$ cat src/design/assert_macros.svh
// ----------------------------------------------------------------------------
// assertion macros
// shared helpers for concurrent checks, clocked on clk, reset arst_n
// ----------------------------------------------------------------------------
`ifndef ASSERT_MACROS_SVH
`define ASSERT_MACROS_SVH

`ifndef ASSERT_OFF
// checked outside reset
`define PTW_ASSERT(lbl, prop, msg) \
	lbl: assert property (@(posedge clk) disable iff (!arst_n) prop) else $error(msg);
// checked at every edge, reset included
`define PTW_ASSERT_ALWAYS(lbl, prop, msg) \
	lbl: assert property (@(posedge clk) prop) else $error(msg);
`else
`define PTW_ASSERT(lbl, prop, msg)
`define PTW_ASSERT_ALWAYS(lbl, prop, msg)
`endif

`endif

$ cat src/design/ptw_pkg.sv
// ----------------------------------------------------------------------------
// ptw_pkg
// constants, codes and control/status types of the page table walker
// ----------------------------------------------------------------------------
`default_nettype none

package ptw_pkg;

	localparam int OFFSET_BITS = 4;
	localparam int LEVELS      = 3;
	localparam int VADDR_BITS  = 16;
	localparam int FRAME_COUNT = 64;
	localparam int WORD_BITS   = 32;

	localparam int PAGE_WORDS = 1 << OFFSET_BITS;
	localparam int FRAME_BITS = $clog2(FRAME_COUNT);
	localparam int PADDR_BITS = FRAME_BITS + OFFSET_BITS;
	localparam int PHYS_WORDS = FRAME_COUNT * PAGE_WORDS;
	localparam int PAGE_BITS  = VADDR_BITS - OFFSET_BITS;
	localparam int PAGE_COUNT = 1 << PAGE_BITS;
	localparam int SWAP_BITS  = VADDR_BITS;
	localparam int SWAP_WORDS = 1 << SWAP_BITS;
	localparam int DEPTH_BITS = (LEVELS > 1) ? $clog2(LEVELS) : 1;
	localparam int DIST_BITS  = PAGE_BITS + 1;

	// port field widths
	localparam int CMD_W   = 2;
	localparam int VA_W    = 32;
	localparam int WV_W    = 32;
	localparam int VP_W    = 12;
	localparam int RV_W    = 32;
	localparam int FRAME_W = 6;
	localparam int IN_W    = ((VA_W + WV_W + VP_W + 7) / 8) * 8;
	localparam int OUT_W   = ((RV_W + FRAME_W + 7) / 8) * 8;

	localparam logic [CMD_W-1:0] CMD_READ  = 2'd0;
	localparam logic [CMD_W-1:0] CMD_WRITE = 2'd1;
	localparam logic [CMD_W-1:0] CMD_QUERY = 2'd2;
	localparam logic [CMD_W-1:0] CMD_NONE  = 2'd3;

	typedef enum logic [4:0] {
		ST_CLEAR, ST_IDLE, ST_WRD, ST_WEV, ST_SRD, ST_SEV, ST_SNEXT, ST_SEND,
		ST_PICK, ST_VRD, ST_VEV, ST_VNEXT, ST_VSEL, ST_UNLF, ST_UNLV, ST_SVRD,
		ST_SVWR, ST_FRD, ST_FWR, ST_LINK, ST_ARD, ST_AEV, ST_FIN, ST_FAIL, ST_DONE
	} state_t;

	typedef enum logic [4:0] {
		OP_NOP, OP_CLEAR, OP_LOAD, OP_WALK_RD, OP_WALK_EV, OP_SCAN_RD, OP_SCAN_EV,
		OP_SCAN_NEXT, OP_SCAN_END, OP_PICK, OP_VIC_RD, OP_VIC_EV, OP_VIC_NEXT,
		OP_VIC_SEL, OP_UNLINK, OP_SAVE_RD, OP_SAVE_WR, OP_FILL_RD, OP_FILL_WR,
		OP_LINK, OP_ACC_RD, OP_ACC_EV, OP_FINISH, OP_FAIL, OP_OUT
	} dp_op_t;

	typedef struct packed {
		logic   accept;
		dp_op_t op;
	} dp_ctl_t;

	typedef struct packed {
		logic             clear_last;
		logic [CMD_W-1:0] in_cmd;
		logic             in_bad;
		logic [CMD_W-1:0] cmd;
		logic             entry_nz;
		logic             walk_last;
		logic             sd_zero;
		logic             sd_inner;
		logic             idx_last;
		logic             free_ok;
		logic             grow_ok;
		logic             vvalid;
		logic             cnt_last;
		logic             out_free;
	} dp_stat_t;

endpackage

`default_nettype wire

$ cat src/design/ptw_ctrl.sv
// ----------------------------------------------------------------------------
// ptw_ctrl
// sequencer: walk, free-table scan, victim search, page moves
// ----------------------------------------------------------------------------
`default_nettype none

module ptw_ctrl (
	input  logic               clk,
	input  logic               arst_n,
	input  logic               s_tvalid,
	input  ptw_pkg::dp_stat_t  stat,
	output ptw_pkg::dp_ctl_t   ctl
);

	ptw_pkg::state_t state_q, state_d;

	always_ff @(posedge clk or negedge arst_n) begin
		if (!arst_n) begin
			state_q <= ptw_pkg::ST_CLEAR;
		end else begin
			state_q <= state_d;
		end
	end

	always_comb begin
		state_d = state_q;
		case (state_q)
			ptw_pkg::ST_CLEAR: if (stat.clear_last) state_d = ptw_pkg::ST_IDLE;
			ptw_pkg::ST_IDLE: begin
				if (s_tvalid) begin
					if (stat.in_cmd == ptw_pkg::CMD_NONE) state_d = ptw_pkg::ST_DONE;
					else if (stat.in_bad) state_d = ptw_pkg::ST_FAIL;
					else state_d = ptw_pkg::ST_WRD;
				end
			end
			ptw_pkg::ST_WRD: state_d = ptw_pkg::ST_WEV;
			ptw_pkg::ST_WEV: begin
				if (stat.entry_nz) begin
					if (!stat.walk_last) state_d = ptw_pkg::ST_WRD;
					else if (stat.cmd == ptw_pkg::CMD_QUERY) state_d = ptw_pkg::ST_FIN;
					else state_d = ptw_pkg::ST_ARD;
				end else if (stat.cmd == ptw_pkg::CMD_QUERY) begin
					state_d = ptw_pkg::ST_FIN;
				end else begin
					state_d = ptw_pkg::ST_SRD;
				end
			end
			ptw_pkg::ST_SRD: state_d = ptw_pkg::ST_SEV;
			ptw_pkg::ST_SEV: begin
				if (stat.entry_nz && stat.sd_inner) state_d = ptw_pkg::ST_SRD;
				else state_d = ptw_pkg::ST_SNEXT;
			end
			ptw_pkg::ST_SNEXT: state_d = stat.idx_last ? ptw_pkg::ST_SEND : ptw_pkg::ST_SRD;
			ptw_pkg::ST_SEND: begin
				if (stat.free_ok) state_d = ptw_pkg::ST_UNLF;
				else if (stat.sd_zero) state_d = ptw_pkg::ST_PICK;
				else state_d = ptw_pkg::ST_SNEXT;
			end
			ptw_pkg::ST_PICK: begin
				if (!stat.grow_ok) state_d = ptw_pkg::ST_VRD;
				else if (stat.walk_last) state_d = ptw_pkg::ST_FRD;
				else state_d = ptw_pkg::ST_FWR;
			end
			ptw_pkg::ST_VRD: state_d = ptw_pkg::ST_VEV;
			ptw_pkg::ST_VEV: begin
				if (stat.entry_nz && stat.sd_inner) state_d = ptw_pkg::ST_VRD;
				else state_d = ptw_pkg::ST_VNEXT;
			end
			ptw_pkg::ST_VNEXT: begin
				if (!stat.idx_last) state_d = ptw_pkg::ST_VRD;
				else if (stat.sd_zero) state_d = ptw_pkg::ST_VSEL;
			end
			ptw_pkg::ST_VSEL: state_d = stat.vvalid ? ptw_pkg::ST_UNLV : ptw_pkg::ST_FAIL;
			ptw_pkg::ST_UNLF: state_d = stat.walk_last ? ptw_pkg::ST_FRD : ptw_pkg::ST_FWR;
			ptw_pkg::ST_UNLV: state_d = ptw_pkg::ST_SVRD;
			ptw_pkg::ST_SVRD: state_d = ptw_pkg::ST_SVWR;
			ptw_pkg::ST_SVWR: begin
				if (!stat.cnt_last) state_d = ptw_pkg::ST_SVRD;
				else if (stat.walk_last) state_d = ptw_pkg::ST_FRD;
				else state_d = ptw_pkg::ST_FWR;
			end
			ptw_pkg::ST_FRD: state_d = ptw_pkg::ST_FWR;
			ptw_pkg::ST_FWR: begin
				if (stat.cnt_last) state_d = ptw_pkg::ST_LINK;
				else if (stat.walk_last) state_d = ptw_pkg::ST_FRD;
			end
			ptw_pkg::ST_LINK: state_d = stat.walk_last ? ptw_pkg::ST_ARD : ptw_pkg::ST_WRD;
			ptw_pkg::ST_ARD: begin
				state_d = (stat.cmd == ptw_pkg::CMD_READ) ? ptw_pkg::ST_AEV : ptw_pkg::ST_FIN;
			end
			ptw_pkg::ST_AEV: state_d = ptw_pkg::ST_FIN;
			ptw_pkg::ST_FIN: state_d = ptw_pkg::ST_DONE;
			ptw_pkg::ST_FAIL: state_d = ptw_pkg::ST_DONE;
			ptw_pkg::ST_DONE: if (stat.out_free) state_d = ptw_pkg::ST_IDLE;
			default: state_d = ptw_pkg::ST_CLEAR;
		endcase
	end

	always_comb begin
		ctl.accept = 1'b0;
		ctl.op     = ptw_pkg::OP_NOP;
		case (state_q)
			ptw_pkg::ST_CLEAR: ctl.op = ptw_pkg::OP_CLEAR;
			ptw_pkg::ST_IDLE: begin
				ctl.accept = 1'b1;
				if (s_tvalid) ctl.op = ptw_pkg::OP_LOAD;
			end
			ptw_pkg::ST_WRD:   ctl.op = ptw_pkg::OP_WALK_RD;
			ptw_pkg::ST_WEV:   ctl.op = ptw_pkg::OP_WALK_EV;
			ptw_pkg::ST_SRD:   ctl.op = ptw_pkg::OP_SCAN_RD;
			ptw_pkg::ST_SEV:   ctl.op = ptw_pkg::OP_SCAN_EV;
			ptw_pkg::ST_SNEXT: ctl.op = ptw_pkg::OP_SCAN_NEXT;
			ptw_pkg::ST_SEND:  ctl.op = ptw_pkg::OP_SCAN_END;
			ptw_pkg::ST_PICK:  ctl.op = ptw_pkg::OP_PICK;
			ptw_pkg::ST_VRD:   ctl.op = ptw_pkg::OP_VIC_RD;
			ptw_pkg::ST_VEV:   ctl.op = ptw_pkg::OP_VIC_EV;
			ptw_pkg::ST_VNEXT: ctl.op = ptw_pkg::OP_VIC_NEXT;
			ptw_pkg::ST_VSEL:  ctl.op = ptw_pkg::OP_VIC_SEL;
			ptw_pkg::ST_UNLF:  ctl.op = ptw_pkg::OP_UNLINK;
			ptw_pkg::ST_UNLV:  ctl.op = ptw_pkg::OP_UNLINK;
			ptw_pkg::ST_SVRD:  ctl.op = ptw_pkg::OP_SAVE_RD;
			ptw_pkg::ST_SVWR:  ctl.op = ptw_pkg::OP_SAVE_WR;
			ptw_pkg::ST_FRD:   ctl.op = ptw_pkg::OP_FILL_RD;
			ptw_pkg::ST_FWR:   ctl.op = ptw_pkg::OP_FILL_WR;
			ptw_pkg::ST_LINK:  ctl.op = ptw_pkg::OP_LINK;
			ptw_pkg::ST_ARD:   ctl.op = ptw_pkg::OP_ACC_RD;
			ptw_pkg::ST_AEV:   ctl.op = ptw_pkg::OP_ACC_EV;
			ptw_pkg::ST_FIN:   ctl.op = ptw_pkg::OP_FINISH;
			ptw_pkg::ST_FAIL:  ctl.op = ptw_pkg::OP_FAIL;
			ptw_pkg::ST_DONE:  if (stat.out_free) ctl.op = ptw_pkg::OP_OUT;
			default:           ctl.op = ptw_pkg::OP_NOP;
		endcase
	end

endmodule

`default_nettype wire

$ cat config.mk
export PLATFORM = sky130hd
export DESIGN_NAME = ptw_ctrl
export DESIGN_NICKNAME = d
export VERILOG_FILES = /design/src/design/assert_macros.svh /design/src/design/ptw_pkg.sv /design/src/design/ptw_ctrl.sv
export SDC_FILE = /design/constraint.sdc
export NUM_CORES = 1
export LEC_CHECK = 0
export BUFFER_PORTS_ARGS = -buffer_cell sky130_fd_sc_hd__buf_2
export CAP_MARGIN = 5
export CORE_ASPECT_RATIO = 0.5
export CORE_MARGIN = 3
export CORE_UTILIZATION = 35
export DETAILED_ROUTE_END_ITERATION = 10
export PLACE_DENSITY = 0.63
export SLEW_MARGIN = 20
export SYNTH_ARGS = -nofsm -noshare
export SYNTH_HDL_FRONTEND = slang
export SYNTH_SLANG_ARGS = --single-unit
$ cat constraint.sdc
create_clock -name clk -period 5.4 [get_ports clk]
set_input_delay 0.27 -clock clk [delete_from_list [all_inputs] [get_ports clk]]
set_output_delay 0.27 -clock clk [all_outputs]
set_load 0.01 [all_outputs]
==> flow_summary.ini, run 1 <==
[run_status]
status = completed

[clocking]
ctsResizeCount = 0
clkTransAtPathRegs_ns = 0.04
clock_path_buffers = 2
cts_buffers = 3
cts.sinks = 5
clk_latency_ns = 0.22
root_buffer = clkbuf_8
cts_max_level = 1
cts_tree = built

[global_route]
gr-usage-met1 = 0.290
grt_max_degree = 30
grt_pass1_vias = 1089
overflow = 0
track_usage = 0.189
grt_pass1_wl_um = 5280
gr-usage-met3 = 0.0270
antenna_found_initial = 0
busiest_layer = met1
grt_use_met2 = 0.264

[pwr]
internal_power_w = 0.000278
clockPowerShare = 0.113
comb_power_share = 0.671
switchingPower_w = 0.000328
p_leak_nw = 0.474
p_per_area_mw_per_mm2 = 529
p_total_w = 0.000606
p_seq_frac = 0.216
swShare = 0.541
vdd_drop_max_mv = 0.243

[synth]
ys_ff_latch = 5
synth_edf_count = 0
synth_nets = 174
yosysTopAreaCell = dfrtp_1
synth-main-ff-cell = dfrtp_1
netlist.area_leader.share = 0.127
syn_inst = 155
synth_area_leaders = dfrtp_1 (13%), a21oi_1 (8.1%), o21ai_0 (6.6%)
synth-async-reset-ratio = 1.00
avgSynthCellArea_um2 = 6.34
ys_types = 46
ys_warn_count = 0
yosysSeqAreaShare = 0.127
synth_area_um2 = 983

[floorplanning]
die-area_mm2 = 0.00352
die_y_um = 43.5
core_area_mm2 = 0.00243
initial_core_util = 0.404
placementRows = 12
dieWidth_um = 81.0
io_pins = 25

[finish]
fin_util = 0.471
layout_common_cells = buf_2 (24), nand2_1 (16), a21oi_1 (16), o21ai_0 (13), nor2_1 (12)
nets = 192
area_delta_synth_final_pct = 16.5
biggestRegsByFlops = state_q: 5 flops
largest_reg_flops = 5
drive_gt1_frac = 0.163
antennaDiodeCount = 0
layout_commonest_cell = buf_2
top_register = state_q

[worst_setup_path]
crit_required_ns = 5.50
critPathMaxStageDelay_ns = 0.81
critPathTopFamily = simple AND/OR/NAND/NOR gates
endpoint_kind = register
cp_cell_sequence = nor2b_1 > nand3_1 > o221ai_1 > and2b_1 > a221o_1
worst-path-buf-inv = 0
crit_type = register to register
critPathSlowestCell = dfrtp_1
cp.arrival_ns = 2.67
crit_fanout = 25
worstSetupStartpointType = register

[worst_hold_path]
hold_class = input port to asynchronous set/reset pin

[timing]
tightestPinTransition_ns = 0.781
hold_violations = 0
slew_viol_final = 0
tns_ns = 0
rsz0062_at_grt = no
maxSlewHeadroom = 0.479
fin_crit_sh = 0.476
fin_crit_ns = 2.57
finClkSkew_ns = 0.00251
finalSetupViolCount = 0
worst_slack_ns = 2.83
clock.fmax_mhz = 389

[run]
cap_violations = 0

[routing]
initialDrtViolationCount = 145
wl_um = 3250
vias_per_cell = 6.09
vias = 1261
drc = 0
wl_per_cell_um = 15.7
ant_nets = 0
firstDrtPassIters = 5

[placed_design]
place.gp.congestion = 0.938
io_buffer_count = 24
dpl.hpwl_um = 2380
place_worst_setup_slack_ns = 2.87
## power by group through the flow
stage,Clock [W],Combinational [W],Sequential [W]
detailed placement,0,0.000399,0.000129
global placement,0,0.000400,0.000128
global route,0.0000743,0.000453,0.000140
CTS,0.0000698,0.000402,0.000129
floorplan,0,0.000359,0.0000665
finish,0.0000685,0.000407,0.000131
## final cells by class
type | count | area, um^2
sequential | 5 | 125
fill | 258 | 1290
inverter | 6 | 22.5
timing repair buffer | 26 | 138
multi-input combinational | 131 | 772
clock buffer | 4 | 45.0
tap | 35 | 43.8
## cells in the mapped netlist (2+ instances only)
library cell / count
a22o_1: 2
a211oi_1: 3
nor2b_1: 5
nand2b_1: 6
nand2_1: 16
o22ai_1: 4
nand4_1: 4
o21ai_0: 13
nor3_1: 5
clkbuf_1: 5
nor4bb_1: 3
nand3_1: 7
nor4b_1: 2
dfrtp_1: 5
a21oi_1: 16
buf_2: 6
nor3b_1: 4
nor2_1: 12
o211ai_1: 2
inv_1: 6
a31oi_1: 2
and3_1: 3
## worst paths after layout
kind / slack, ns / depth (start not counted) / endpoint / start
setup / recovery: 2.83 / 5 / state_q[1] / state_q[3]
hold / removal: 0.39 / 2 / state_q[3] / arst_n
setup reg to reg: 2.83 / 5 / state_q[1] / state_q[3]
hold reg to reg: 0.99 / 3 / state_q[2] / state_q[0]
max in group asynchronous: 4.88 / 2 / state_q[2] / arst_n
min in group clk: 0.49 / 3 / state_q[0] / stat[7]
## metrics by stage
stage | hold slack, ns | std cells | area [um^2]
2_1_floorplan | -0.0256 | 155 | 983
3_3_place_gp | 0.0876 | 202 | 1090
3_5_place_dp | 0.0868 | 202 | 1090
4_1_cts | 0.396 | 207 | 1150
5_1_grt | 0.399 | 207 | 1150
6_report | 0.392 | 207 | 1150
## cells by family after synthesis
kind of cell | synth area share
AOI/OAI and AO/OA | 0.370
xor gates and xnor gates | 0.00891
buffers and inverters | 0.0878
DFF | 0.127
and+or+nand+nor | 0.406
## timing repair
action,CTS,global route
hold endpoints to repair,5,0
setup buffers,0,0
hold buffers,1,0
## routing by layer
metal | wire length [um] | vias to the layer above | part of all wire
li1 | - | 613 | -
met1 | 1620 | 566 | 0.50
met2 | 1360 | 78 | 0.42
met3 | 260 | 4 | 0.080
met4 | 12 | 0 | 0.0037
met5 | 0 | - | 0
No activity file was read; power rests on OpenSTA's default activity.
==> run 2: changes to the inputs <==
--- a/config.mk
+++ b/config.mk
@@ -11,7 +11,7 @@
 export CORE_MARGIN = 3
 export CORE_UTILIZATION = 35
 export DETAILED_ROUTE_END_ITERATION = 10
-export PLACE_DENSITY = 0.63
+export PLACE_DENSITY = 0.65
 export SLEW_MARGIN = 20
 export SYNTH_ARGS = -nofsm -noshare
 export SYNTH_HDL_FRONTEND = slang
==> constraint.sdc (replaced) <==
create_clock -name clk -period 2.2 [get_ports clk]
set_input_delay 0.11 -clock clk [delete_from_list [all_inputs] [get_ports clk]]
set_output_delay 0.11 -clock clk [all_outputs]
set_load 0.01 [all_outputs]
==> run 2 against run 1 <==
Clock-buffer cell count unchanged; via count up 8.7%; critical endpoint unchanged; sequential power up 82%; power rose to 2.8 times the previous value; hold slack worse by 0.16 ns; design area up 11%; global-route usage up 3.2 points; largest cell class unchanged; non-clock buffer count up 17.
==> flow_summary.ini, run 2 (synthesis gave the netlist of run 1 again) <==
[run_status]
status = completed

[worst_setup_path]
crit_end = state_q[1]
rr_endpoint = state_q[1]
critPathLaunch = state_q[1]
crit_required_ns = 2.31
crit_type = register to register
endpoint_kind = register
crit_fanout = 13
worstSetupStartpointType = register
r2r_slack_ns = 0.16
cp.arrival_ns = 2.15
worstRegToRegCells = 5
rr_startpoint = state_q[1]

[clocking]
clock_path_buffers = 2
cts_max_level = 1
root_buffer = clkbuf_8
cts_tree = built
cts_buffers = 3
cts.sinks = 5
cts_setup_buffers = 0
clk_latency_ns = 0.23
clkTransAtPathRegs_ns = 0.04

[timing]
rsz0062_at_grt = no
maxSlewHeadroom = 0.742
fin_crit_sh = 0.928
slew_viol_final = 0
finalSetupViolCount = 0
clock.fmax_mhz = 490
finClkSkew_ns = 0.00454
hold_ws_ns = 0.234
hold_violations = 0
tightestPinTransition_ns = 0.382
fin_crit_ns = 2.04
tns_ns = 0

[placed_design]
io_buffer_count = 24
dpl.hpwl_um = 2950
place.gp.congestion = 0.996

[routing]
wl_um = 3730
firstDrtPassIters = 5
drc = 0
ant_nets = 0
initialDrtViolationCount = 230
vias = 1371
vias_per_cell = 6.12
wl_per_cell_um = 16.7

[floorplanning]
dieWidth_um = 81.0
placementRows = 12
initial_core_util = 0.404
die_y_um = 43.5
io_pins = 25
die-area_mm2 = 0.00352
core_area_mm2 = 0.00243

[global_route]
antenna_found_initial = 0
grt_max_degree = 15
grt_pass1_wl_um = 5950
track_usage = 0.220
grt_pass1_vias = 1191
overflow = 0

[finish]
layout_commonest_cell = buf_2
area_delta_synth_final_pct = 29.5
layout_common_cells = buf_2 (24), buf_4 (18), nand2_1 (16), a21oi_1 (16), o21ai_0 (13)
biggestRegsByFlops = state_q: 5 flops
fill_cells = 247
top_register = state_q
antennaDiodeCount = 0
drive_gt1_frac = 0.238
nets = 209
largest_reg_flops = 5

[worst_hold_path]
hold_class = input port to asynchronous set/reset pin

[pwr]
vdd_drop_max_mv = 0.573
p_per_area_mw_per_mm2 = 1350
p_leak_nw = 0.561

[run]
cap_violations = 0
## run 2: cell count changes in the layout (fill, tap and decap cells not counted), sizes merged
cell  previous run  this run
buf             25        42
## run 2: stage by stage
step	setup WS [ns]	area, um^2	cells	power [W]	utilization
CTS	0.189	1270	224	0.00169	0.524
floorplan	0.269	983	155	0.00104	-
global placement	0.230	1220	219	0.00150	0.501
finish	0.157	1270	224	0.00172	0.524
global route	0.0612	1270	224	0.00184	0.524
detailed placement	0.193	1220	219	0.00150	0.501
## run 2: where the power goes
group | leakage (nW) | switching (W) | total, W | internal [W]
Sequential | 0.0632 | 0.000104 | 0.000239 | 0.000135
Clock | 0.0228 | 0.0000507 | 0.000176 | 0.000125
Combinational | 0.475 | 0.000726 | 0.00130 | 0.000575
Total | 0.561 | 0.000881 | 0.00172 | 0.000835
## run 2: routing by layer
metal / vias up / track usage / share of wire
li1: 649 / - / -
met1: 590 / 0.329 / 0.44
met2: 115 / 0.274 / 0.38
met3: 17 / 0.102 / 0.16
met4: 0 / 0.0539 / 0.025
met5: - / 0 / 0
## run 2: how the worst min path moves through the flow
stage,slack [ns],to,from,cells after the start
global placement,-0.07,state_q[3],arst_n,1
global route,0.24,state_q[1],arst_n,2
floorplan,-0.19,state_q[0],arst_n,0
CTS,0.23,state_q[1],arst_n,2
detailed placement,-0.06,state_q[0],arst_n,1
finish,0.23,state_q[1],arst_n,2
## run 2: final cells by class
class | instances | area, um^2 | share of cell area
Multi-Input combinational cell | 131 | 772 | 0.606
Timing Repair Buffer | 43 | 265 | 0.208
Sequential cell | 5 | 125 | 0.0982
Clock buffer | 4 | 45.0 | 0.0354
Tap cell | 35 | 43.8 | 0.0344
Inverter | 6 | 22.5 | 0.0177
## run 2: critical path, stage by stage (launching register included)
cell and delay (ns):
dfrtp_1 0.54, o21ai_0 0.17, a22o_1 0.24, a32o_1 0.21, or4_1 0.49, a221o_1 0.27
## run 2: what timing repair did
item / 4_1_cts / 5_1_grt
gates resized for setup: 0 / 0
endpoints found under the hold margin: 5 / 0
endpoints found under the setup margin: 0 / 0
hold buffers: 1 / 0
